## src/hw/rtl/ttcd_pkg.sv

```systemverilog
// ttcd_pkg: shared constants, codes and command/status types of the tap detector
// used by the channel interfaces, the controller, the datapath and the top level
package ttcd_pkg;

  localparam int SCREEN_WIDTH_DEF  = 480;
  localparam int SCREEN_HEIGHT_DEF = 320;

  localparam int MODE_W     = 2;
  localparam int VAL_W      = 16;
  localparam int RES_W      = 9;
  localparam int TICK_W     = 32;
  localparam int CELL_W     = 8;
  localparam int INV_W      = 2;
  localparam int CFG_IDX_W  = 3;
  localparam int CFG_DATA_W = 32;

  localparam logic [MODE_W-1:0] MODE_TOUCH = 2'd0;
  localparam logic [MODE_W-1:0] MODE_X     = 2'd1;
  localparam logic [MODE_W-1:0] MODE_Y     = 2'd2;
  localparam logic [MODE_W-1:0] MODE_TICK  = 2'd3;

  localparam logic [CFG_IDX_W-1:0] REG_AXIS_X_MIN   = 3'd0;
  localparam logic [CFG_IDX_W-1:0] REG_AXIS_X_MAX   = 3'd1;
  localparam logic [CFG_IDX_W-1:0] REG_AXIS_Y_MIN   = 3'd2;
  localparam logic [CFG_IDX_W-1:0] REG_AXIS_Y_MAX   = 3'd3;
  localparam logic [CFG_IDX_W-1:0] REG_INVERT_FLAGS = 3'd4;
  localparam logic [CFG_IDX_W-1:0] REG_MIN_HOLD     = 3'd5;
  localparam logic [CFG_IDX_W-1:0] REG_CELL_WIDTH   = 3'd6;
  localparam logic [CFG_IDX_W-1:0] REG_CELL_HEIGHT  = 3'd7;

  localparam logic [VAL_W-1:0]  RST_AXIS_MIN = 16'd0;
  localparam logic [VAL_W-1:0]  RST_AXIS_MAX = 16'd4095;
  localparam logic [TICK_W-1:0] RST_MIN_HOLD = 32'd10;
  localparam logic [CELL_W-1:0] RST_CELL_W   = 8'd8;
  localparam logic [CELL_W-1:0] RST_CELL_H   = 8'd16;

  localparam logic AXIS_X = 1'b0;
  localparam logic AXIS_Y = 1'b1;

  typedef struct packed {
    logic take;
    logic axis;
    logic ld_inv;
    logic ld_off;
    logic ld_mul;
    logic div_start_rng;
    logic div_start_cell;
    logic div_step;
    logic store_res;
    logic out_load;
    logic clear_state;
  } ttcd_cmd_t;

  typedef struct packed {
    logic release_evt;
    logic tap_ok;
    logic div_done;
    logic out_busy;
  } ttcd_sts_t;

endpackage

```

## src/hw/rtl/ttcd_in_if.sv

```systemverilog
// ttcd_in_if: touch event channel, valid/ready with mode and event value
// depends on ttcd_pkg for field widths
interface ttcd_in_if;
  logic                         valid;
  logic                         ready;
  logic [ttcd_pkg::MODE_W-1:0] mode;
  logic [ttcd_pkg::VAL_W-1:0]  event_value;

  modport source (output valid, output mode, output event_value, input ready);
  modport sink   (input valid, input mode, input event_value, output ready);
endinterface

```

## src/hw/rtl/ttcd_out_if.sv

```systemverilog
// ttcd_out_if: tap result channel, valid/ready with text column and row
// depends on ttcd_pkg for field widths
interface ttcd_out_if;
  logic                        valid;
  logic                        ready;
  logic [ttcd_pkg::RES_W-1:0] tap_column;
  logic [ttcd_pkg::RES_W-1:0] tap_row;

  modport source (output valid, output tap_column, output tap_row, input ready);
  modport sink   (input valid, input tap_column, input tap_row, output ready);
endinterface

```

## src/hw/rtl/ttcd_ctrl.sv

```systemverilog
// ttcd_ctrl: sequencer for event intake and the per-axis tap conversion
// depends on ttcd_pkg for command and status types
module ttcd_ctrl (
  input  logic                clk,
  input  logic                rst_n,
  input  logic                in_valid,
  output logic                in_ready,
  input  ttcd_pkg::ttcd_sts_t sts,
  output ttcd_pkg::ttcd_cmd_t cmd
);

  localparam logic [3:0] ST_IDLE   = 4'd0;
  localparam logic [3:0] ST_CHECK  = 4'd1;
  localparam logic [3:0] ST_INV    = 4'd2;
  localparam logic [3:0] ST_OFF    = 4'd3;
  localparam logic [3:0] ST_MUL    = 4'd4;
  localparam logic [3:0] ST_DRS    = 4'd5;
  localparam logic [3:0] ST_DRUN_R = 4'd6;
  localparam logic [3:0] ST_DCS    = 4'd7;
  localparam logic [3:0] ST_DRUN_C = 4'd8;
  localparam logic [3:0] ST_STORE  = 4'd9;
  localparam logic [3:0] ST_FIN    = 4'd10;

  logic [3:0] state_r, state_nxt;
  logic       axis_r, axis_nxt;

  always_ff @(posedge clk) begin
    if (!rst_n) begin
      state_r <= ST_IDLE;
      axis_r  <= ttcd_pkg::AXIS_X;
    end else begin
      state_r <= state_nxt;
      axis_r  <= axis_nxt;
    end
  end

  always_comb begin
    state_nxt = state_r;
    axis_nxt  = axis_r;
    in_ready  = 1'b0;
    cmd       = '0;
    cmd.axis  = axis_r;
    case (state_r)
      ST_IDLE: begin
        in_ready = 1'b1;
        cmd.take = in_valid;
        axis_nxt = ttcd_pkg::AXIS_X;
        if (in_valid && sts.release_evt) begin
          state_nxt = ST_CHECK;
        end
      end
      ST_CHECK: begin
        state_nxt = sts.tap_ok ? ST_INV : ST_IDLE;
      end
      ST_INV: begin
        cmd.ld_inv = 1'b1;
        state_nxt  = ST_OFF;
      end
      ST_OFF: begin
        cmd.ld_off = 1'b1;
        state_nxt  = ST_MUL;
      end
      ST_MUL: begin
        cmd.ld_mul = 1'b1;
        state_nxt  = ST_DRS;
      end
      ST_DRS: begin
        cmd.div_start_rng = 1'b1;
        state_nxt         = ST_DRUN_R;
      end
      ST_DRUN_R: begin
        if (sts.div_done) begin
          state_nxt = ST_DCS;
        end else begin
          cmd.div_step = 1'b1;
        end
      end
      ST_DCS: begin
        cmd.div_start_cell = 1'b1;
        state_nxt          = ST_DRUN_C;
      end
      ST_DRUN_C: begin
        if (sts.div_done) begin
          state_nxt = ST_STORE;
        end else begin
          cmd.div_step = 1'b1;
        end
      end
      ST_STORE: begin
        cmd.store_res = 1'b1;
        if (axis_r == ttcd_pkg::AXIS_X) begin
          axis_nxt  = ttcd_pkg::AXIS_Y;
          state_nxt = ST_INV;
        end else begin
          state_nxt = ST_FIN;
        end
      end
      ST_FIN: begin
        if (!sts.out_busy) begin
          cmd.out_load    = 1'b1;
          cmd.clear_state = 1'b1;
          state_nxt       = ST_IDLE;
        end
      end
      default: begin
        state_nxt = ST_IDLE;
      end
    endcase
  end

endmodule

```

## src/hw/rtl/ttcd_dp.sv

```systemverilog
// ttcd_dp: configuration and touch state registers, tap test, scaling multiplier,
// shared restoring divider and result register; depends on ttcd_pkg
module ttcd_dp #(
  parameter int SCREEN_WIDTH  = ttcd_pkg::SCREEN_WIDTH_DEF,
  parameter int SCREEN_HEIGHT = ttcd_pkg::SCREEN_HEIGHT_DEF
) (
  input  logic                                clk,
  input  logic                                rst_n,
  input  logic                                cfg_we,
  input  logic [ttcd_pkg::CFG_IDX_W-1:0]      cfg_idx,
  input  logic [ttcd_pkg::CFG_DATA_W-1:0]     cfg_data,
  input  logic [ttcd_pkg::MODE_W-1:0]         in_mode,
  input  logic [ttcd_pkg::VAL_W-1:0]          in_event_value,
  input  logic                                out_ready,
  output logic                                out_valid,
  output logic [ttcd_pkg::RES_W-1:0]          out_tap_column,
  output logic [ttcd_pkg::RES_W-1:0]          out_tap_row,
  input  ttcd_pkg::ttcd_cmd_t                 cmd,
  output ttcd_pkg::ttcd_sts_t                 sts
);

  localparam int PIX_MAX = (SCREEN_WIDTH > SCREEN_HEIGHT) ? SCREEN_WIDTH : SCREEN_HEIGHT;
  localparam int PW      = $clog2(PIX_MAX + 1);
  localparam int VW      = ttcd_pkg::VAL_W;
  localparam int DW      = VW + PW;
  localparam int CW      = $clog2(DW + 1);
  localparam int RW      = ttcd_pkg::RES_W;

  // configuration
  logic [VW-1:0]                   x_min_r, x_max_r, y_min_r, y_max_r;
  logic [ttcd_pkg::INV_W-1:0]      inv_r;
  logic [ttcd_pkg::TICK_W-1:0]     min_hold_r;
  logic [ttcd_pkg::CELL_W-1:0]     cell_w_r, cell_h_r;

  // touch state
  logic [VW-1:0]                   cur_x_r, cur_y_r, press_x_r, press_y_r;
  logic [ttcd_pkg::TICK_W-1:0]     held_r;

  // conversion
  logic [VW-1:0]                   work_r;
  logic [DW-1:0]                   prod_r;
  logic [DW-1:0]                   quo_r, quo_nxt;
  logic [VW-1:0]                   rem_r, rem_nxt;
  logic [VW-1:0]                   dvs_r;
  logic [CW-1:0]                   cnt_r;
  logic [RW-1:0]                   col_r, row_r;
  logic                            out_valid_r;
  logic [RW-1:0]                   out_col_r, out_row_r;

  always_ff @(posedge clk) begin
    if (!rst_n) begin
      x_min_r    <= ttcd_pkg::RST_AXIS_MIN;
      x_max_r    <= ttcd_pkg::RST_AXIS_MAX;
      y_min_r    <= ttcd_pkg::RST_AXIS_MIN;
      y_max_r    <= ttcd_pkg::RST_AXIS_MAX;
      inv_r      <= '0;
      min_hold_r <= ttcd_pkg::RST_MIN_HOLD;
      cell_w_r   <= ttcd_pkg::RST_CELL_W;
      cell_h_r   <= ttcd_pkg::RST_CELL_H;
    end else if (cfg_we) begin
      case (cfg_idx)
        ttcd_pkg::REG_AXIS_X_MIN:   x_min_r    <= cfg_data[VW-1:0];
        ttcd_pkg::REG_AXIS_X_MAX:   x_max_r    <= cfg_data[VW-1:0];
        ttcd_pkg::REG_AXIS_Y_MIN:   y_min_r    <= cfg_data[VW-1:0];
        ttcd_pkg::REG_AXIS_Y_MAX:   y_max_r    <= cfg_data[VW-1:0];
        ttcd_pkg::REG_INVERT_FLAGS: inv_r      <= cfg_data[ttcd_pkg::INV_W-1:0];
        ttcd_pkg::REG_MIN_HOLD:     min_hold_r <= cfg_data[ttcd_pkg::TICK_W-1:0];
        ttcd_pkg::REG_CELL_WIDTH:   cell_w_r   <= cfg_data[ttcd_pkg::CELL_W-1:0];
        ttcd_pkg::REG_CELL_HEIGHT:  cell_h_r   <= cfg_data[ttcd_pkg::CELL_W-1:0];
        default: begin
        end
      endcase
    end
  end

  // event intake
  always_ff @(posedge clk) begin
    if (!rst_n || cmd.clear_state) begin
      cur_x_r   <= '0;
      cur_y_r   <= '0;
      press_x_r <= '0;
      press_y_r <= '0;
      held_r    <= '0;
    end else if (cmd.take) begin
      case (in_mode)
        ttcd_pkg::MODE_TOUCH: begin
          if (in_event_value != '0) begin
            press_x_r <= cur_x_r;
            press_y_r <= cur_y_r;
            held_r    <= '0;
          end
        end
        ttcd_pkg::MODE_X: cur_x_r <= in_event_value;
        ttcd_pkg::MODE_Y: cur_y_r <= in_event_value;
        ttcd_pkg::MODE_TICK: begin
          if (held_r != '1) begin
            held_r <= held_r + 1'b1;
          end
        end
        default: begin
        end
      endcase
    end
  end

  // tap test
  logic [VW-1:0]   rng_x, rng_y, dx, dy;
  logic [VW+3:0]   dx10, dy10;

  assign rng_x = (x_max_r > x_min_r) ? x_max_r - x_min_r : '0;
  assign rng_y = (y_max_r > y_min_r) ? y_max_r - y_min_r : '0;
  assign dx    = (cur_x_r >= press_x_r) ? cur_x_r - press_x_r : press_x_r - cur_x_r;
  assign dy    = (cur_y_r >= press_y_r) ? cur_y_r - press_y_r : press_y_r - cur_y_r;
  assign dx10  = {1'b0, dx, 3'b000} + {3'b000, dx, 1'b0};
  assign dy10  = {1'b0, dy, 3'b000} + {3'b000, dy, 1'b0};

  assign sts.release_evt = (in_mode == ttcd_pkg::MODE_TOUCH) && (in_event_value == '0);
  assign sts.tap_ok      = (held_r > min_hold_r) &&
                           (dx10 < {4'b0000, rng_x}) && (dy10 < {4'b0000, rng_y});
  assign sts.div_done    = (cnt_r == '0);
  assign sts.out_busy    = out_valid_r && !out_ready;

  // axis selection
  logic                        a_inv;
  logic [VW-1:0]               a_val, a_lo, a_hi, a_rng;
  logic [PW-1:0]               a_pix;
  logic [ttcd_pkg::CELL_W-1:0] a_cell;

  always_comb begin
    if (cmd.axis == ttcd_pkg::AXIS_Y) begin
      a_inv  = inv_r[1];
      a_val  = cur_y_r;
      a_lo   = y_min_r;
      a_hi   = y_max_r;
      a_rng  = rng_y;
      a_pix  = PW'(SCREEN_HEIGHT);
      a_cell = cell_h_r;
    end else begin
      a_inv  = inv_r[0];
      a_val  = cur_x_r;
      a_lo   = x_min_r;
      a_hi   = x_max_r;
      a_rng  = rng_x;
      a_pix  = PW'(SCREEN_WIDTH);
      a_cell = cell_w_r;
    end
  end

  // inversion, offset with clamp, scaling
  always_ff @(posedge clk) begin
    if (cmd.ld_inv) begin
      if (a_inv) begin
        work_r <= (a_hi >= a_val) ? a_hi - a_val : '0;
      end else begin
        work_r <= a_val;
      end
    end else if (cmd.ld_off) begin
      if (work_r <= a_lo) begin
        work_r <= '0;
      end else if (work_r - a_lo > a_rng) begin
        work_r <= a_rng;
      end else begin
        work_r <= work_r - a_lo;
      end
    end
    if (cmd.ld_mul) begin
      prod_r <= DW'(work_r) * DW'(a_pix);
    end
  end

  // restoring divider, one quotient bit per step
  logic [VW:0] trial;
  logic        ge;

  assign trial = {rem_r, quo_r[DW-1]};
  assign ge    = (trial >= {1'b0, dvs_r});

  always_comb begin
    quo_nxt = {quo_r[DW-2:0], ge};
    rem_nxt = ge ? VW'(trial - {1'b0, dvs_r}) : trial[VW-1:0];
  end

  always_ff @(posedge clk) begin
    if (!rst_n) begin
      cnt_r <= '0;
    end else if (cmd.div_start_rng) begin
      cnt_r <= CW'(DW);
    end else if (cmd.div_start_cell) begin
      cnt_r <= CW'(PW);
    end else if (cmd.div_step) begin
      cnt_r <= cnt_r - 1'b1;
    end
  end

  always_ff @(posedge clk) begin
    if (cmd.div_start_rng) begin
      quo_r <= prod_r;
      rem_r <= '0;
      dvs_r <= a_rng;
    end else if (cmd.div_start_cell) begin
      quo_r <= {quo_r[PW-1:0], {VW{1'b0}}};
      rem_r <= '0;
      dvs_r <= {{(VW - ttcd_pkg::CELL_W){1'b0}}, (a_cell == '0) ? 8'd1 : a_cell};
    end else if (cmd.div_step) begin
      quo_r <= quo_nxt;
      rem_r <= rem_nxt;
    end
  end

  // result
  logic [PW+RW-1:0] res_ext;

  assign res_ext = {{RW{1'b0}}, quo_r[PW-1:0]};

  always_ff @(posedge clk) begin
    if (cmd.store_res) begin
      if (cmd.axis == ttcd_pkg::AXIS_Y) begin
        row_r <= res_ext[RW-1:0];
      end else begin
        col_r <= res_ext[RW-1:0];
      end
    end
    if (cmd.out_load) begin
      out_col_r <= col_r;
      out_row_r <= row_r;
    end
  end

  always_ff @(posedge clk) begin
    if (!rst_n) begin
      out_valid_r <= 1'b0;
    end else if (cmd.out_load) begin
      out_valid_r <= 1'b1;
    end else if (out_ready) begin
      out_valid_r <= 1'b0;
    end
  end

  assign out_valid      = out_valid_r;
  assign out_tap_column = out_col_r;
  assign out_tap_row    = out_row_r;

endmodule

```

## src/hw/rtl/touch_tap_to_cell_detector.sv

```systemverilog
// touch_tap_to_cell_detector: touch events in, tap text cell out
// press, sample and tick events are taken while idle; a release that is no tap goes back to
// idle after the tap test; a tapping release runs inversion, offset, scaling and two divisions
// per axis on the shared one-bit-per-cycle divider, then loads the result; intake reopens
// after the load, later still while an older result waits; synchronous active-low
// reset restores register defaults and clears touch state; depends on ttcd_pkg and blocks
module touch_tap_to_cell_detector #(
  parameter int SCREEN_WIDTH  = ttcd_pkg::SCREEN_WIDTH_DEF,
  parameter int SCREEN_HEIGHT = ttcd_pkg::SCREEN_HEIGHT_DEF
) (
  input  logic                            clk,
  input  logic                            rst_n,
  ttcd_in_if.sink                         in_ch,
  ttcd_out_if.source                      out_ch,
  input  logic                            cfg_we,
  input  logic [ttcd_pkg::CFG_IDX_W-1:0]  cfg_idx,
  input  logic [ttcd_pkg::CFG_DATA_W-1:0] cfg_data
);

  ttcd_pkg::ttcd_cmd_t cmd;
  ttcd_pkg::ttcd_sts_t sts;
  logic                in_ready;

  ttcd_ctrl u_ctrl (
    .clk      (clk),
    .rst_n    (rst_n),
    .in_valid (in_ch.valid),
    .in_ready (in_ready),
    .sts      (sts),
    .cmd      (cmd)
  );

  ttcd_dp #(
    .SCREEN_WIDTH  (SCREEN_WIDTH),
    .SCREEN_HEIGHT (SCREEN_HEIGHT)
  ) u_dp (
    .clk            (clk),
    .rst_n          (rst_n),
    .cfg_we         (cfg_we),
    .cfg_idx        (cfg_idx),
    .cfg_data       (cfg_data),
    .in_mode        (in_ch.mode),
    .in_event_value (in_ch.event_value),
    .out_ready      (out_ch.ready),
    .out_valid      (out_ch.valid),
    .out_tap_column (out_ch.tap_column),
    .out_tap_row    (out_ch.tap_row),
    .cmd            (cmd),
    .sts            (sts)
  );

  assign in_ch.ready = in_ready;

  a_release_stalls: assert property (@(posedge clk) disable iff (!rst_n)
    (in_ch.valid && in_ready && sts.release_evt) |=> !in_ch.ready)
    else $error("intake open after release transfer");

  a_load_shows: assert property (@(posedge clk) disable iff (!rst_n)
    cmd.out_load |=> out_ch.valid)
    else $error("result not presented after load");

  a_clear_no_tap: assert property (@(posedge clk) disable iff (!rst_n)
    cmd.clear_state |=> !sts.tap_ok)
    else $error("tap condition survives clear");

  a_div_runs: assert property (@(posedge clk) disable iff (!rst_n)
    (cmd.div_start_rng || cmd.div_start_cell) |=> !sts.div_done)
    else $error("divider idle after start");

endmodule

```

## src/flat_wrapper.sv

```systemverilog
// flat-port wrapper written by rule: the top's interface ports become plain ports
module touch_tap_to_cell_detector_flat 
#(
  parameter int SCREEN_WIDTH  = ttcd_pkg::SCREEN_WIDTH_DEF,
  parameter int SCREEN_HEIGHT = ttcd_pkg::SCREEN_HEIGHT_DEF
)
  (clk, rst_n, cfg_we, cfg_idx, cfg_data, in_ch_valid, in_ch_mode, in_ch_event_value, in_ch_ready, out_ch_valid, out_ch_tap_column, out_ch_tap_row, out_ch_ready);
  ttcd_in_if in_ch_i ();
  ttcd_out_if out_ch_i ();
  input  logic clk;
  input  logic rst_n;
  input  logic cfg_we;
  input  logic [ttcd_pkg::CFG_IDX_W-1:0] cfg_idx;
  input  logic [ttcd_pkg::CFG_DATA_W-1:0] cfg_data;
  input wire logic [$bits(in_ch_i.valid)-1:0] in_ch_valid;
  input wire logic [$bits(in_ch_i.mode)-1:0] in_ch_mode;
  input wire logic [$bits(in_ch_i.event_value)-1:0] in_ch_event_value;
  output wire logic [$bits(in_ch_i.ready)-1:0] in_ch_ready;
  output wire logic [$bits(out_ch_i.valid)-1:0] out_ch_valid;
  output wire logic [$bits(out_ch_i.tap_column)-1:0] out_ch_tap_column;
  output wire logic [$bits(out_ch_i.tap_row)-1:0] out_ch_tap_row;
  input wire logic [$bits(out_ch_i.ready)-1:0] out_ch_ready;
  assign in_ch_i.valid = in_ch_valid;
  assign in_ch_i.mode = in_ch_mode;
  assign in_ch_i.event_value = in_ch_event_value;
  assign in_ch_ready = in_ch_i.ready;
  assign out_ch_valid = out_ch_i.valid;
  assign out_ch_tap_column = out_ch_i.tap_column;
  assign out_ch_tap_row = out_ch_i.tap_row;
  assign out_ch_i.ready = out_ch_ready;
  touch_tap_to_cell_detector #(.SCREEN_WIDTH(SCREEN_WIDTH), .SCREEN_HEIGHT(SCREEN_HEIGHT)) u_core (.clk(clk), .rst_n(rst_n), .in_ch(in_ch_i), .out_ch(out_ch_i), .cfg_we(cfg_we), .cfg_idx(cfg_idx), .cfg_data(cfg_data));
endmodule
```

## config.mk

```make
export PLATFORM = sky130hd
export DESIGN_NAME = touch_tap_to_cell_detector_flat
export DESIGN_NICKNAME = d
export VERILOG_FILES = /design/src/hw/rtl/ttcd_pkg.sv /design/src/hw/rtl/ttcd_in_if.sv /design/src/hw/rtl/ttcd_out_if.sv /design/src/hw/rtl/ttcd_ctrl.sv /design/src/hw/rtl/ttcd_dp.sv /design/src/hw/rtl/touch_tap_to_cell_detector.sv /design/src/flat_wrapper.sv
export SDC_FILE = /design/constraint.sdc
export NUM_CORES = 1
export LEC_CHECK = 0
export ABC_CLOCK_PERIOD_IN_PS = 20800
export BUFFER_PORTS_ARGS = -buffer_cell sky130_fd_sc_hd__buf_2
export CAP_MARGIN = 20
export CORE_ASPECT_RATIO = 0.75
export CORE_MARGIN = 8
export CORE_UTILIZATION = 69
export DETAILED_ROUTE_END_ITERATION = 16
export PLACE_DENSITY = 0.95
export SYNTH_ARGS = -nofsm -noshare
export SYNTH_HDL_FRONTEND = slang
export SYNTH_SLANG_ARGS = --single-unit
export TNS_END_PERCENT = 100
```

## constraint.sdc

```tcl
create_clock -name clk -period 20.8 [get_ports clk]
set_input_delay 4.16 -clock clk [delete_from_list [all_inputs] [get_ports clk]]
set_output_delay 4.16 -clock clk [all_outputs]
set_load 0.005 [all_outputs]
```

After elaboration in Yosys (flattened, before gate mapping)
Cells that the tools add are included.
{ "word_totals": {"word_cells": 172, "register_bits": 355, "ramBits": 0, "mem_bits_ro": 0, "out_inout_bits": 20, "latch_bits": 0, "mem_count": 0} }
{ "classes": {"n_reduce_logical": 39, "div": 0, "n_mul": 1, "n_lt_le_gt_ge": 11, "bitwise_logic": 2, "n_eq_ne": 27, "n_addsub": 13, "n_shift": 0, "muxes": 52} }
{ "op_table": {"columns": ["op", "n"], "rows": [
  ["$mux W16", 17],
  ["$sub A16 B16 Y16", 9],
  ["$mux W25", 3],
  ["$mux W32", 2],
  ["$pmux W32 S2", 1],
  ["$ge A16 B16 Y1", 3],
  ["$gt A16 B16 Y1", 3],
  ["$pmux W4 S11", 1],
  ["$add A19 B17 Y20", 2],
  ["$lt A20 B16 Y1", 2],
  ["$add A32 B1 Y32 const B", 1],
  ["$gt A32 B32 Y1", 1],
  ["$ne A32 B32 Y1 const B", 1],
  ["$mul A16 B9 Y25", 1],
  ["$mux W8", 3],
  ["$reduce_and A2 Y1", 12],
  ["$mux W4", 5],
  ["$ge A17 B16 Y1", 1],
  ["$eq A4 B3 Y1 const B", 4],
  ["$le A16 B16 Y1", 1],
  ["$logic_not A16 Y1", 1],
  ["$reduce_bool A16 Y1", 1],
  ["$mux W5", 3],
  ["$mux W1", 13],
  ["other kinds (28)", 54]
]} }

Longest topological paths before layout
Gate-level depths: netlist of run 1.
{ "depth": {"word_depth": 8, "depth_mapped": 35} }

Cells and area by module
A second synthesis of run 1 with hierarchy kept.
{ "unflattened": {"hier_cells": 3083, "hier_area_um2": 26203.9} }
{ "by_module_without_submodules": {"columns": ["mod", "area_per_inst_um2", "n_inst", "seq_area_each_um2", "cells_per_inst"], "rows": [
  ["ttcd_dp", 25797.2, 1, 8037.7, 3031],
  ["ttcd_ctrl", 406.6, 1, 100.1, 52]
]} }

Worst setup path after synthesis of run 1
Ideal clock, no wire load.
{ "synth_timing": {"kind": "flip-flop to flip-flop", "startpoint": "register u_core.u_dp.cur_y_r[9]", "endpoint": "register u_core.u_ctrl.state_r[1]", "t_arrival_ns": 6.622, "stages_incl_launch_ff": 34, "n_path_buf": 3, "setup_ns": 0.069, "required_ns": 20.731, "slack_ns": 14.109, "path_cell_list": "dfxtp_1 -> inv_1 -> ha_1 -> clkbuf_1 -> a21o_1 -> a21o_1 -> a211oi_1 -> o21a_1 -> nor2_1 -> clkbuf_1 -> buf_1 -> mux2i_1 -> xnor2_1 -> ha_1 -> a21o_1 -> a21o_1 -> a21oi_1 -> o21ai_0 -> a21o_1 -> a21o_1 -> a21oi_1 -> o21bai_1 -> a21oi_1 -> xnor2_1 -> ha_1 -> nor2b_1 -> o21ai_0 -> nand4_1 -> a2111oi_0 -> o221ai_1 -> nor4_1 -> nand4_1 -> or4_1 -> o21ai_1"} }
{ "synth_via": {"elab_chain_len": 7} }
{ "synth_rtl": {"columns": ["item", "line", "rtl"], "rows": [
  ["from (decl)", "ttcd_dp.sv:36", "logic [VW-1:0] cur_x_r, cur_y_r, press_x_r, press_y_r;"],
  ["from (signal assigned)", "ttcd_dp.sv:94", "ttcd_pkg::MODE_Y: cur_y_r <= in_event_value;"],
  ["$sub A16 B16 Y16 or $ge A16 B16 Y1 (tied branches)", "ttcd_dp.sv:113", "assign dy = (cur_y_r >= press_y_r) ? cur_y_r - press_y_r : press_y_r - cur_y_r;"],
  ["$mux W16 *", "ttcd_dp.sv:113", null],
  ["$add A19 B17 Y20 *", "ttcd_dp.sv:115", "assign dy10 = {1'b0, dy, 3'b000} + {3'b000, dy, 1'b0};"],
  ["$lt A20 B16 Y1 *", "ttcd_dp.sv:119", "(dx10 < {4'b0000, rng_x}) && (dy10 < {4'b0000, rng_y});"],
  ["$logic_and A1 B1 Y1 *", "ttcd_dp.sv:119", null],
  ["$mux W2 *", "ttcd_ctrl.sv:53", "state_nxt = sts.tap_ok ? ST_INV : ST_IDLE;"],
  ["$pmux W4 S11 *", "ttcd_ctrl.sv:43", "case (state_r)"],
  ["to (signal assigned)", "ttcd_ctrl.sv:32", "state_r <= state_nxt;"],
  ["to (decl)", "ttcd_ctrl.sv:24", "logic [3:0] state_r, state_nxt;"]
]} }
Mark *: on every way between the ends. The rest lies on a longest branch, timed or not.
A chain may end at the register's enable or synchronous reset.

Final worst setup path of run 1
{ "layout_timing": {"startpoint": "register u_core.u_dp.cur_x_r[4]", "endpoint": "register u_core.u_ctrl.state_r[1]"} }
{ "layout_via": {"elab_chain_len": 8} }
{ "layout_rtl": {"columns": ["item", "line", "rtl"], "rows": [
  ["from (decl)", "ttcd_dp.sv:36", null],
  ["from (signal assigned)", "ttcd_dp.sv:93", "ttcd_pkg::MODE_X: cur_x_r <= in_event_value;"],
  ["$sub A16 B16 Y16 or $ge A16 B16 Y1 (tied branches)", "ttcd_dp.sv:112", "assign dx = (cur_x_r >= press_x_r) ? cur_x_r - press_x_r : press_x_r - cur_x_r;"],
  ["$mux W16 *", "ttcd_dp.sv:112", null],
  ["$add A19 B17 Y20 *", "ttcd_dp.sv:114", "assign dx10 = {1'b0, dx, 3'b000} + {3'b000, dx, 1'b0};"],
  ["$lt A20 B16 Y1 *", "ttcd_dp.sv:119", null],
  ["$logic_and A1 B1 Y1 *", "ttcd_dp.sv:118", "assign sts.tap_ok = (held_r > min_hold_r) &&"],
  ["$logic_and A1 B1 Y1 *", "ttcd_dp.sv:119", null],
  ["$mux W2 *", "ttcd_ctrl.sv:53", null],
  ["$pmux W4 S11 *", "ttcd_ctrl.sv:43", null]
]} }
Marks and branches as above.

==> results of run 1 <==
-- final cells by class --
cell class                 instances  area share, %
multi-input combinational       2417           59.3
timing repair buffer              99           2.02
tap                              512           2.27
inverter                         242           3.22
clock buffer                      49           3.67
clock inverter                    19          0.640
sequential                       350           28.9
-- cell families (layout without fill, tap and decap cells) --
group	Yosys count	after routing	share of synthesized area (%)
AOI/OAI and AO/OA	744	744	18.1
xor gates and xnor gates	154	154	5.17
adders and majority gates	345	345	17.6
buffers and inverters	368	409	5.43
DFF	350	350	31.0
muxes	114	114	4.49
and+or+nand+nor	1060	1060	18.2
-- final timing paths --
path / end / slack (ns) / cells after the start
worst max-delay path: u_core.u_ctrl.state_r[1] / 12.98 / 26
worst min-delay path: u_core.u_dp.out_tap_row[6] / 0.41 / 0
worst max register to register: u_core.u_ctrl.state_r[1] / 12.98 / 26
worst min register to register: u_core.u_dp.out_tap_row[6] / 0.41 / 0
-- per-layer routing --
layer	wire, um	track usage [%]
met1	33900	48.6
met2	33700	52.4
met3	9560	9.74
met4	1980	8.89
met5	0	0
-- flip-flops by register name (all words and copies together) (netlist names), 20 cells and up --
name	flops
u_core.u_dp.prod_r	20
u_core.u_dp.quo_r	25
u_core.u_dp.held_r	32
u_core.u_dp.min_hold_r	32
-- cell usage in the layout (no fill, tap or decap), drive strengths merged, types with 97 or more instances in the layout --
cell	instances
a21boi	97
a21oi	222
buf	98
dfxtp	237
edfxtp	113
ha	306
inv	249
nand2	540
nor2	167
o21ai	142
xnor2	97
-- power groups by stage --
stage / registers (uW) / clock network (uW) / logic [uW]
after floorplan: 746 / 0 / 556
after global placement: 752 / 0 / 704
after detailed placement: 752 / 0 / 731
after CTS: 738 / 671 / 738
after global routing: 739 / 697 / 831
final: 739 / 671 / 757
-- worst max-delay path: cells and delay by family, from the launching register on --
kind	cells	cell delay, ns
mux	1	0.27
fa+ha+maj	3	1.25
xor+xnor	2	0.47
simple gates	9	2.75
buf+inv	1	0.07
flops	1	0.39
compound gates	10	2.57
-- through the flow --
| stage | std cells | total power, uW | util [%] |
|---|---|---|---|
| 6_report | 3688 | 2170 | 74.3 |
| 5_1_grt | 3688 | 2270 | 74.3 |
| 4_1_cts | 3684 | 2150 | 74.2 |
| 3_5_place_dp | 3616 | 1480 | 71.0 |
| 3_3_place_gp | 3614 | 1460 | 70.9 |
| 2_1_floorplan | 3135 | 1300 | - |
==> impl_results.html, run 1 <==
<table>
<tr><th>Metric</th><th>Value</th></tr>
<tr><th colspan="2">Power</th></tr>
<tr><td>Cell-internal power</td><td>1400 uW</td></tr>
<tr><td>Max VDD drop</td><td>58.4 uV</td></tr>
<tr><td>Sequential share of power</td><td>34.1%</td></tr>
<tr><td>NetSw</td><td>771 uW</td></tr>
<tr><td>Combinational share of power</td><td>34.9%</td></tr>
<tr><td>Sw Ratio</td><td>35.6%</td></tr>
<tr><td>Static Leak</td><td>0.0117 uW</td></tr>
<tr><td>Power density over the cells</td><td>76.9 nW/um^2</td></tr>
<tr><td>Clk network pwr share</td><td>31.0%</td></tr>
<tr><th colspan="2">Finish</th></tr>
<tr><td>Register Area</td><td>8140 um^2</td></tr>
<tr><td>Number of antenna diodes</td><td>0</td></tr>
<tr><td>Design Area, Final</td><td>28200 um^2</td></tr>
<tr><td>Layout cell share with drive strength beyond 1</td><td>6.55%</td></tr>
<tr><td>Combined area of the multi-input logic cells</td><td>16700 um^2</td></tr>
<tr><td>Layout overhead on the synthesized area</td><td>7.32%</td></tr>
<tr><td>Final-stage net count</td><td>3550</td></tr>
<tr><td>Filler cell count in the final layout</td><td>2687</td></tr>
<tr><th colspan="2">Synth</th></tr>
<tr><td>Sequential share of the synthesized area</td><td>31.0%</td></tr>
<tr><td>Synth Area per Inst</td><td>8.37 um^2</td></tr>
<tr><td>Prevailing post-synth register cell</td><td>dfxtp_1</td></tr>
<tr><td>Top cells by area in the synthesized netlist</td><td>dfxtp_1 (18%), ha_1 (15%), edfxtp_1 (13%)</td></tr>
<tr><td>Post-synthesis cell type with the largest combined area</td><td>dfxtp_1</td></tr>
<tr><td>Yosys top cell area share</td><td>18.1%</td></tr>
<tr><td>Synthesized area</td><td>26300 um^2</td></tr>
<tr><td>Yosys warning total</td><td>0</td></tr>
<tr><td>Async SR Flop Fraction</td><td>0%</td></tr>
<tr><td>Post-synth EDFFs</td><td>113</td></tr>
<tr><td>Unique masters post-synth</td><td>81</td></tr>
<tr><td>Syn Nets</td><td>3538</td></tr>
<tr><td>Cell with the most instances after synthesis</td><td>nand2_1</td></tr>
<tr><td>Most frequent cells after synthesis</td><td>nand2_1 (540), ha_1 (306), inv_1 (239)</td></tr>
<tr><td>#FFs+latches synth</td><td>350</td></tr>
<tr><td>Post-synthesis instance total</td><td>3135</td></tr>
<tr><th colspan="2">Die</th></tr>
<tr><td>Die boundary height</td><td>185 um</td></tr>
<tr><td>Area enclosed by the die boundary</td><td>44600 um^2</td></tr>
<tr><td>Starting utilization of the core area</td><td>69.2%</td></tr>
<tr><td>Site Rows</td><td>62</td></tr>
<tr><td>Floorplan core area</td><td>37900 um^2</td></tr>
<tr><td>Die boundary width</td><td>241 um</td></tr>
<tr><td>Ports</td><td>78</td></tr>
<tr><th colspan="2">Setup path</th></tr>
<tr><td>Cell mode on critical path</td><td>ha_1</td></tr>
<tr><td>Start-to-end type of the worst setup path</td><td>register to register</td></tr>
<tr><td>WP data arrival</td><td>8.30 ns</td></tr>
<tr><td>Worst reg2reg startpoint</td><td>u_core.u_dp.cur_x_r[4]</td></tr>
<tr><td>Req. time, crit path</td><td>21.28 ns</td></tr>
<tr><td>Maximum cell stage delay along the critical path</td><td>0.79 ns</td></tr>
<tr><td>Kind of end point of the critical path</td><td>register</td></tr>
<tr><td>Maximum fanout along the worst path</td><td>22</td></tr>
<tr><td>Critical path launch point type</td><td>register</td></tr>
<tr><td>Slowest cell on crit path</td><td>or3_1</td></tr>
<tr><td>Worst setup path start</td><td>u_core.u_dp.cur_x_r[4]</td></tr>
<tr><th colspan="2">Timing</th></tr>
<tr><td>Hold slack</td><td>0.409 ns</td></tr>
<tr><td>Post-layout worst setup margin</td><td>12.98 ns</td></tr>
<tr><td>Actual slew at the worst max-slew pin</td><td>1.19 ns</td></tr>
<tr><td>Final period utilization</td><td>37.6%</td></tr>
<tr><td>Unrepaired setup endpoints after global routing</td><td>no</td></tr>
<tr><td>Max Clock Skew</td><td>0.0197 ns</td></tr>
<tr><td>Final-report setup violation count</td><td>0</td></tr>
<tr><td>Count of pins over their slew limit</td><td>0</td></tr>
<tr><td>Normalized max-slew margin</td><td>19.9%</td></tr>
<tr><td>Total negative slack for setup checks</td><td>0 ns</td></tr>
<tr><td>Minimum clock period</td><td>7.82 ns</td></tr>
<tr><td>Count of final hold-check violations</td><td>0</td></tr>
<tr><td>Highest Clock Rate</td><td>128 MHz</td></tr>
<tr><th colspan="2">Placed design</th></tr>
<tr><td>Port bufs</td><td>77</td></tr>
<tr><td>Weighted congestion reported at the end of routability-driven placement</td><td>1.02</td></tr>
<tr><td>Post-placement setup slack</td><td>13.16 ns</td></tr>
<tr><td>Cell area after placement</td><td>26900 um^2</td></tr>
<tr><td>Placed wire-length estimate after detailed placement</td><td>60400 um</td></tr>
<tr><th colspan="2">Clock network</th></tr>
<tr><td>CTS Buffer Depth</td><td>3</td></tr>
<tr><td>Root buffer selected by CTS</td><td>clkbuf_16</td></tr>
<tr><td>TritonCTS buffer count</td><td>37</td></tr>
<tr><td>Worst-Skew Late Latency</td><td>0.55 ns</td></tr>
<tr><td>Number of gates given a new drive strength after cts</td><td>0</td></tr>
<tr><td>Number of hold-repair buffers added at the cts stage</td><td>0</td></tr>
<tr><td>Clock-pin slew of the registers on the worst-case setup and hold paths</td><td>0.06 ns</td></tr>
<tr><td>CTS tree</td><td>done</td></tr>
<tr><td>Post-CTS setup buffer count</td><td>0</td></tr>
<tr><td>Clock Sink Count</td><td>350</td></tr>
<tr><td>H-tree lvl count</td><td>2</td></tr>
<tr><th colspan="2">Route</th></tr>
<tr><td>Vias post-DR</td><td>23600</td></tr>
<tr><td>Aggregate routed wire length</td><td>79200 um</td></tr>
<tr><td>Number of nets with antenna violations after detailed routing</td><td>0</td></tr>
<tr><td># DRC</td><td>0</td></tr>
<tr><td>Per-cell routed wire length</td><td>21.5 um</td></tr>
<tr><td>Number of DRC markers in iteration 0</td><td>2618</td></tr>
<tr><td>Number of detailed-routing iterations run before antenna repair</td><td>8</td></tr>
<tr><td>Via count normalized by instance count</td><td>6.40</td></tr>
<tr><th colspan="2">Global route</th></tr>
<tr><td>Overall fraction of global-route tracks in use</td><td>34.7%</td></tr>
<tr><td>Via count of the first global-routing pass</td><td>22600</td></tr>
<tr><td>First-pass GRT wire length</td><td>123000 um</td></tr>
<tr><td>Antenna violations before repair</td><td>0</td></tr>
<tr><td>Overflow left after global routing</td><td>0</td></tr>
<tr><td>Largest net degree at the start of global routing</td><td>116</td></tr>
<tr><th colspan="2">Worst hold path</th></tr>
<tr><td>Min-delay worst type</td><td>register to register</td></tr>
<tr><td>Launch point of the worst hold path</td><td>u_core.u_dp.row_r[6]</td></tr>
<tr><th colspan="2">Flow run</th></tr>
<tr><td>Number of max-cap violations</td><td>0</td></tr>
<tr><th colspan="2">Run status</th></tr>
<tr><td>Result of the run</td><td>completed</td></tr>
</table>
No activity file was read; power rests on OpenSTA's default activity.
==> run 2, diff against run 1 <==
Settings changed: ABC_CLOCK_PERIOD_IN_PS 20800 to 7820, CORE_UTILIZATION 69 to 64, PLACE_DENSITY 0.95 to 0.94.
Clock period 20.8 ns to 7.82 ns, I/O delays scaled along.
==> run 2 against run 1 <==
  * Die area grew 7.2%
  * Count of clock-buffer cells in the layout shrank 3
  * Register-to-register slack lost 12 ns
  * Utilization shrank 4.5 points
  * Final area grew 0.54%
  * Non-clock buffer count grew 18
  * Critical endpoint unchanged
==> impl_results.html, run 2 (synthesis results as in run 1) <==
<table>
<tr><th>Metric</th><th>Value</th></tr>
<tr><th colspan="2">Die</th></tr>
<tr><td>Die boundary height</td><td>191 um (was 185 um)</td></tr>
<tr><td>Site Rows</td><td>64 (was 62)</td></tr>
<tr><td>Area enclosed by the die boundary</td><td>47800 um^2 (was 44600 um^2)</td></tr>
<tr><td>Starting utilization of the core area</td><td>64.7% (was 69.2%)</td></tr>
<tr><td>Ports</td><td>78 (unchanged)</td></tr>
<tr><td>Floorplan core area</td><td>40600 um^2 (was 37900 um^2)</td></tr>
<tr><td>Die boundary width</td><td>250 um (was 241 um)</td></tr>
<tr><th colspan="2">Global route</th></tr>
<tr><td>Routing usage on met3</td><td>10.2% (was 9.74%)</td></tr>
<tr><td>Antenna violations before repair</td><td>6 (was 0)</td></tr>
<tr><td>Layer carrying the most global-route usage</td><td>met2 (unchanged)</td></tr>
<tr><td>Via count of the first global-routing pass</td><td>22300 (was 22600)</td></tr>
<tr><td>First-pass GRT wire length</td><td>120000 um (was 123000 um)</td></tr>
<tr><td>Met2 demand-to-capacity share in global routing</td><td>45.4% (was 52.4%)</td></tr>
<tr><td>Largest net degree at the start of global routing</td><td>67 (was 116)</td></tr>
<tr><td>Overflow left after global routing</td><td>0 (unchanged)</td></tr>
<tr><td>Routing usage on met1</td><td>41.6% (was 48.6%)</td></tr>
<tr><td>Overall fraction of global-route tracks in use</td><td>30.8% (was 34.7%)</td></tr>
<tr><th colspan="2">Power</th></tr>
<tr><td>Max VDD drop</td><td>216 uV (was 58.4 uV)</td></tr>
<tr><td>Static Leak</td><td>0.0118 uW (was 0.0117 uW)</td></tr>
<tr><td>Post-layout power</td><td>5820 uW (was 2170 uW)</td></tr>
<tr><td>Power density over the cells</td><td>205 nW/um^2 (was 76.9 nW/um^2)</td></tr>
<tr><th colspan="2">Timing</th></tr>
<tr><td>Final period utilization</td><td>93.3% (was 37.6%)</td></tr>
<tr><td>Final-report setup violation count</td><td>0 (unchanged)</td></tr>
<tr><td>Normalized max-slew margin</td><td>25.3% (was 19.9%)</td></tr>
<tr><td>Max Clock Skew</td><td>0.0261 ns (was 0.0197 ns)</td></tr>
<tr><td>Hold slack</td><td>0.418 ns (was 0.409 ns)</td></tr>
<tr><td>Actual slew at the worst max-slew pin</td><td>1.12 ns (was 1.19 ns)</td></tr>
<tr><td>Total negative slack for setup checks</td><td>0 ns (unchanged)</td></tr>
<tr><td>Highest Clock Rate</td><td>137 MHz (was 128 MHz)</td></tr>
<tr><td>Minimum clock period</td><td>7.30 ns (was 7.82 ns)</td></tr>
<tr><td>Count of pins over their slew limit</td><td>0 (unchanged)</td></tr>
<tr><td>Count of final hold-check violations</td><td>0 (unchanged)</td></tr>
<tr><th colspan="2">Setup path</th></tr>
<tr><td>Endpoint of the worst register-to-register path</td><td>u_core.u_ctrl.state_r[1] (unchanged)</td></tr>
<tr><td>Maximum cell stage delay along the critical path</td><td>0.52 ns (was 0.79 ns)</td></tr>
<tr><td>Kind of end point of the critical path</td><td>register (unchanged)</td></tr>
<tr><td>WP data arrival</td><td>7.77 ns (was 8.30 ns)</td></tr>
<tr><td>Slowest cell on crit path</td><td>or4_1 (was or3_1)</td></tr>
<tr><td>Start-to-end type of the worst setup path</td><td>register to register (unchanged)</td></tr>
<tr><td>Worst reg2reg startpoint</td><td>u_core.u_dp.cur_x_r[5] (was u_core.u_dp.cur_x_r[4])</td></tr>
<tr><td>Cell mode on critical path</td><td>ha_1 (unchanged)</td></tr>
<tr><td>Reg2reg path depth</td><td>29 (was 26)</td></tr>
<tr><td>Req. time, crit path</td><td>8.29 ns (was 21.28 ns)</td></tr>
<tr><td>Worst setup slack for register-to-register paths</td><td>0.52 ns (was 12.98 ns)</td></tr>
<tr><td>Critical path launch point type</td><td>register (unchanged)</td></tr>
<tr><td>Maximum fanout along the worst path</td><td>14 (was 22)</td></tr>
<tr><th colspan="2">Route</th></tr>
<tr><td>Aggregate routed wire length</td><td>76600 um (was 79200 um)</td></tr>
<tr><td>Via count normalized by instance count</td><td>6.39 (was 6.40)</td></tr>
<tr><td>Vias post-DR</td><td>23800 (was 23600)</td></tr>
<tr><td>Number of nets with antenna violations after detailed routing</td><td>0 (unchanged)</td></tr>
<tr><td>Number of detailed-routing iterations run before antenna repair</td><td>7 (was 8)</td></tr>
<tr><td>Number of DRC markers in iteration 0</td><td>2977 (was 2618)</td></tr>
<tr><td>Per-cell routed wire length</td><td>20.6 um (was 21.5 um)</td></tr>
<tr><td># DRC</td><td>0 (unchanged)</td></tr>
<tr><th colspan="2">Clock network</th></tr>
<tr><td>Root buffer selected by CTS</td><td>clkbuf_16 (unchanged)</td></tr>
<tr><td>Clock Sink Count</td><td>350 (unchanged)</td></tr>
<tr><td>CTS tree</td><td>done (unchanged)</td></tr>
<tr><td>H-tree lvl count</td><td>2 (unchanged)</td></tr>
<tr><td>TritonCTS buffer count</td><td>37 (unchanged)</td></tr>
<tr><td>Post-CTS setup buffer count</td><td>0 (unchanged)</td></tr>
<tr><td>Clock-pin slew of the registers on the worst-case setup and hold paths</td><td>0.06 ns (about the same)</td></tr>
<tr><td>Worst-Skew Late Latency</td><td>0.57 ns (was 0.55 ns)</td></tr>
<tr><td>CTS Buffer Depth</td><td>3 (unchanged)</td></tr>
<tr><td>Number of hold-repair buffers added at the cts stage</td><td>0 (unchanged)</td></tr>
<tr><th colspan="2">Worst hold path</th></tr>
<tr><td>Hold path endpoint</td><td>u_core.u_dp.out_tap_column[3] (was u_core.u_dp.out_tap_row[6])</td></tr>
<tr><td>Launch point of the worst hold path</td><td>u_core.u_dp.col_r[3] (was u_core.u_dp.row_r[6])</td></tr>
<tr><td>Min-delay worst type</td><td>register to register (unchanged)</td></tr>
<tr><td>Hold path depth</td><td>0 (unchanged)</td></tr>
<tr><th colspan="2">Placed design</th></tr>
<tr><td>Weighted congestion reported at the end of routability-driven placement</td><td>1.03 (was 1.02)</td></tr>
<tr><td>Port bufs</td><td>77 (unchanged)</td></tr>
<tr><td>Cell count after placement</td><td>3653 (was 3616)</td></tr>
<tr><td>Placed wire-length estimate after detailed placement</td><td>56800 um (was 60400 um)</td></tr>
<tr><th colspan="2">Finish</th></tr>
<tr><td>Final-stage net count</td><td>3568 (was 3550)</td></tr>
<tr><td>Layout overhead on the synthesized area</td><td>7.90% (was 7.32%)</td></tr>
<tr><td>Commonest non-fill, non-tap cells in the layout</td><td>nand2_1 (539), ha_1 (306), inv_1 (240), dfxtp_1 (236), a21oi_1 (220) (was nand2_1 (539), ha_1 (306), inv_1 (239), dfxtp_1 (236), a21oi_1 (220))</td></tr>
<tr><td>Biggest regs</td><td>u_core.u_dp.held_r (32), u_core.u_dp.min_hold_r (32), u_core.u_dp.quo_r (25) (unchanged)</td></tr>
<tr><td>Layout cell share with drive strength beyond 1</td><td>7.20% (was 6.55%)</td></tr>
<tr><td>Non-Filler Instances</td><td>3722 (was 3688)</td></tr>
<tr><td>Most common cell after layout, fill and taps aside</td><td>nand2_1 (unchanged)</td></tr>
<tr><th colspan="2">Run status</th></tr>
<tr><td>Result of the run</td><td>completed (unchanged)</td></tr>
<tr><th colspan="2">Flow run</th></tr>
<tr><td>Number of max-cap violations</td><td>0 (unchanged)</td></tr>
</table>
-- run 2: worst max path at each step --
| stage | start | end | slack [ns] | cells after the start |
|---|---|---|---|---|
| final | u_core.u_dp.cur_x_r[5] | u_core.u_ctrl.state_r[1] | 0.52 | 29 |
| after global routing | u_core.u_dp.cur_x_r[5] | u_core.u_ctrl.state_r[1] | -0.003 | 29 |
| after CTS | u_core.u_dp.cur_x_r[5] | u_core.u_ctrl.state_r[1] | 0.49 | 28 |
| after detailed placement | u_core.u_dp.cur_x_r[5] | u_core.u_ctrl.state_r[1] | 0.58 | 28 |
| after global placement | u_core.u_dp.cur_x_r[5] | u_core.u_ctrl.state_r[1] | 0.98 | 28 |
| after floorplan | u_core.u_dp.cur_y_r[9] | u_core.u_ctrl.state_r[1] | 1.13 | 33 |
-- run 2: worst max-delay path, delay by kind of cell, from the launching register on --
kind | cells | cell delay, ns
buffers and inverters | 3 | 0.52
DFF | 1 | 0.40
xor gates and xnor gates | 2 | 0.24
AOI/OAI and AO/OA | 10 | 2.30
adders and majority gates | 4 | 1.01
and+or+nand+nor | 9 | 2.50
muxes | 1 | 0.25
-- run 2: layout make-up --
cell class              instances  area [um^2]
diodes                          1         2.50
clock buffers                  46         1000
clock inverters                21          199
fillers                      2919        12300
inverters                     242          908
multi-input cells            2417        16700
flip-flops and latches        350         8140
well taps                     528          661
repair buffers                117          699
-- run 2: timing repair --
item	4_1_cts	5_1_grt
setup endpoints to repair	0	1
resized for setup	0	2
hold endpoints to repair	0	0
-- run 2: power breakdown --
part / total [uW] / leakage (uW) / internal (uW) / switching (uW)
Combinational: 2060 / 0.00832 / 831 / 1230
Sequential: 1960 / 0.00292 / 1920 / 35.9
Clock: 1800 / 0.000600 / 991 / 806
-- run 2: stage by stage --
step	instance area (um^2)	worst slack, ns	util [%]
5_1_grt	28300	-0.00274	69.8
3_5_place_dp	27100	0.578	66.7
3_3_place_gp	27100	0.977	66.7
2_1_floorplan	26300	1.13	-
4_1_cts	28300	0.492	69.7
6_report	28300	0.523	69.8
-- run 2: per-layer routing --
layer	wire length [um]	part of all wire, %
met1	31100	41
met2	31700	41
met3	10800	14
met4	3050	4.0
met5	63	0.082
